--- config.mk ---
export PLATFORM = sky130hd
export DESIGN_NAME = ffba_ram
export DESIGN_NICKNAME = d
export VERILOG_FILES = /design/src/hdl/ffba_ram.sv
export SDC_FILE = /design/constraint.sdc
export NUM_CORES = 2
export LEC_CHECK = 0
export ABC_AREA = 1
export CORE_MARGIN = 2
export CORE_UTILIZATION = 49
export CTS_CLUSTER_SIZE = 28
export DETAILED_ROUTE_END_ITERATION = 8
export DONT_BUFFER_PORTS = 1
export HOLD_SLACK_MARGIN = 0.03
export PLACE_DENSITY = 0.6
export SYNTH_ARGS = -nofsm -noshare
export SYNTH_HDL_FRONTEND = slang
export SYNTH_SLANG_ARGS = --single-unit
--- constraint.sdc ---
create_clock -name clk -period 3.1 [get_ports clk]
set_input_delay 0.93 -clock clk [delete_from_list [all_inputs] [get_ports clk]]
set_output_delay 0.93 -clock clk [all_outputs]
set_load 0.01 [all_outputs]
--- src/hdl/ffba_ram.sv ---
`timescale 1ns / 1ps
module ffba_ram #(
  parameter int DATA_W = 8,
  parameter int DEPTH  = 256
) (
  input  logic                     clk,
  input  logic                     we,
  input  logic [$clog2(DEPTH)-1:0] waddr,
  input  logic [DATA_W-1:0]        wdata,
  input  logic [$clog2(DEPTH)-1:0] raddr,
  output logic [DATA_W-1:0]        rdata
);

  logic [DATA_W-1:0] mem [DEPTH];

  // write one word, read one word with a registered output
  always_ff @(posedge clk) begin
    if (we) begin
      mem[waddr] <= wdata;
    end
    rdata <= mem[raddr];
  end

endmodule

* Word-level counts from Yosys, hierarchy flattened
Memories as Yosys holds them, arrays and structs flattened. A register that Yosys moved wholly into a read port is not among the register bits. Index checks and enable logic that the tools add are counted.
Storage, ports and cells: flip-flop bits (word level) 0, bits in writable memories 2048, output and inout bits 8, logic and storage cells 3, memories kept 1
Cells by class: multiplexer cells 2
Memories:
- mem | words 256, bits a word 8, rd ports 1, clocked after memory_dff 1, write ports 1, RTL line 14 | logic [DATA_W-1:0] mem [DEPTH];
Operators by type and width (number):
- $mux 1 | 2

* Logic depth before layout (Yosys ltp)
word-level depth 2, mapped depth 15, mapped depth without buffers 11

* Least setup slack after synthesis
Ideal clock, no wire load.
path kind input -> register, from input port we, to memory mem[162][0], enable pin, library setup time 0.370 ns, arrival 2.051 ns, data required time 2.730 ns, setup slack 0.679 ns, stages on the path 4, path buffers 2, path through clkbuf_1 -> nand3_1 -> clkbuf_1 -> nor2_1
On the way: cells in the longest elaborated chain, start to end 2
RTL lines:
- from (decl) | RTL line 7 | input logic we,
- $mux 1 | RTL line 18 | if (we) begin
- $mux 1 (not written as such) | RTL line 19 | mem[waddr] <= wdata;
- to (decl) | RTL line 14
Every way passes these cells.

==> metrics.txt <==
die height=417 um; share of post-route cells with drive strength above 1=9.87%; Slew Limit Headroom=-489%; critical path startpoint=raddr[0]; synthesis warning total=0; total of max-cap violations=0; Peak VDD IR=slightly below 700 uV; largest net degree at the start of global routing=1026; Period Utilization, post-route=294%; hold_buf cts=0; Slew Viols, Final=roughly 820; CP startpoint kind=primary input; total track usage=between 20% and 30%; cts repair resizes=0; die span in x=417 um; DRC viols=0; count of cell types in the netlist=14; final net count=7187; CTS root buf=clkbuf_16; CTS sink count=approximately 2000; standard-cell row count=151; r2r worst-path depth=10; area leader, netlist=edfxtp_1; worst path required time=3.87 ns; Avg Cell Area, Syn=11.9 um^2; clock buffer depth=3; final WL=between 200000 and 250000 um; postcts setup bufs=0; status=complete, but fails checks; setup skew after layout=0.0436 ns; GPL Wtd Cong=0.874; final setup fails=8; Layout area overhead=12.8%; worst reg2reg endpoint=rdata[2]; Port Buffer Count=0; CP endpoint kind=flop; CP Capture Point=rdata[2]; Critical Path AT=9.89 ns; commonest non-fill, non-tap cell in the layout=nand2_1; CP Class=primary input to flop; initial antenna violation count=6; Core Region=169000 um^2; wire length per cell=24.2 um; fin crit period=around 9.1 ns; fmax=~110 MHz; Synth top area share=around three quarters; worst slew pin tran=8.83 ns; top post-synthesis cells by area=edfxtp_1 74%, nand3_1 12%, nand2_1 9.6%; Post-Syn Area=83400 um^2; routed via count=55047; post-synthesis sequential area ratio=73.9%; Clock Latency Late Sink=0.87 ns; Yosys reg bits=2056; vias in the first global route=52947; Reg clk slew, reported paths=0.06 ns; Hold Vio Cnt, Final=0; Cell Pwr Density=608 nW/um^2; Reg-to-Reg Start=mem[239][2]; drt pass-1 iters=5; number of routed nets with antenna violations=0; flop2flop setup slack=0.77 ns; final worst setup slack=-6.02 ns; CTS Buf Count=207; RSZ-0062 raised after global routing=false; CP max FO=around 1000; Post-Syn Instances=7003; first-pass GRT wire length=between 300000 and 400000 um; DR vias/cell=roughly 5.8; worst min path class=primary input to flop; CTS tree=done; Starting Density=49.3%; commonest cells after routing, fill and taps aside=2111 x nand2_1, 2048 x edfxtp_1, 2019 x nand3_1; H-tree depth=4; DP HPWL=approximately 120000 um; total power=~0.057 W; Lkg Pwr=approximately 33 nW; Die ar.=174000 um^2; Synth Net Count=about 7000; I/O Pins=34; 1st-iter DRT viols=6809; failing checks=max-slew violations, negative setup slack; gr ovfl total=0; Hold Slack=~0.19 ns
final cells by class:
type | count | area [um^2]
tap | 2218 | 2780
inverter | 39 | 180
clock inverter | 109 | 927
timing repair buffer | 432 | 3940
multi-input combinational | 4425 | 19200
antenna | 2 | 5.00
fill | 13948 | 75200
sequential | 2056 | 61700
clock buffer | 261 | 5460
per-layer routing:
metal	track usage (%)	vias up	routed length, um
met5	0	-	25
met4	10.6	4	9000
met3	4.24	417	18800
met2	41.1	2465	107000
met1	37.6	26992	96100
li1	-	25169	-
state kept, by name (all words and copies together), names as in the netlist:
| register | flops |
|---|---|
| rdata | 8 |
| mem | 2048 |
report_power, final:
| part | switching [W] | total [W] | internal (W) |
|---|---|---|---|
| registers | 0.0000538 | 0.0307 | 0.0306 |
| logic | 0.00164 | 0.00269 | 0.00105 |
| clock network | 0.0106 | 0.0238 | 0.0133 |
| total | 0.0123 | 0.0572 | 0.0450 |
cells by family after synthesis:
family | Yosys count | synth area share (%)
AND/OR/NAND/NOR | 4425 | 22.9
flip-flops | 2056 | 73.9
buffers and inverters | 522 | 3.12
cell usage after synthesis (all sizes together):
library cell	n
buf	371
clkbuf	112
dfxtp	8
edfxtp	2048
inv	39
nand2	2123
nand3	2019
nor2	283
worst min path at each step:
stage | from | to | slack (ns) | depth (start not counted)
after floorplan | mem[40][0] | rdata[0] | 0.84 | 10
after global placement | mem[58][5] | rdata[5] | 0.96 | 10
after global routing | wdata[6] | mem[104][6] | 0.15 | 0
after detailed placement | mem[119][6] | rdata[6] | 0.97 | 10
after CTS | raddr[7] | rdata[7] | 0.15 | 2
final | wdata[6] | mem[107][6] | 0.19 | 0
through the flow:
| step | utilization (%) | TNS (ns) | instance area, um^2 | instances | setup slack [ns] |
|---|---|---|---|---|---|
| floorplan | - | 0 | 83400 | 7003 | 0.679 |
| global placement | 51.8 | -3.39 | 87700 | 9170 | -0.608 |
| detailed placement | 51.8 | -2.93 | 87700 | 9170 | -0.517 |
| CTS | 55.6 | 0 | 94100 | 9540 | 0.391 |
| global route | 55.6 | 0 | 94100 | 9540 | 0.00420 |
| finish | 55.6 | -46.94 | 94100 | 9542 | -6.02 |
critical path: stages:
cell,delay [ns]
inv_16,2.78
buf_12,0.36
buf_4,0.23
nand2_1,0.06
nand3_1,0.09
nand3_1,0.14
nand3_1,0.13
nand3_1,0.15
nand3_1,0.21
nand3_1,0.40
nand2_1,0.21
nand2_1,0.11
nand2_1,0.08
Note: power is estimated with default switching activity, not from simulation.
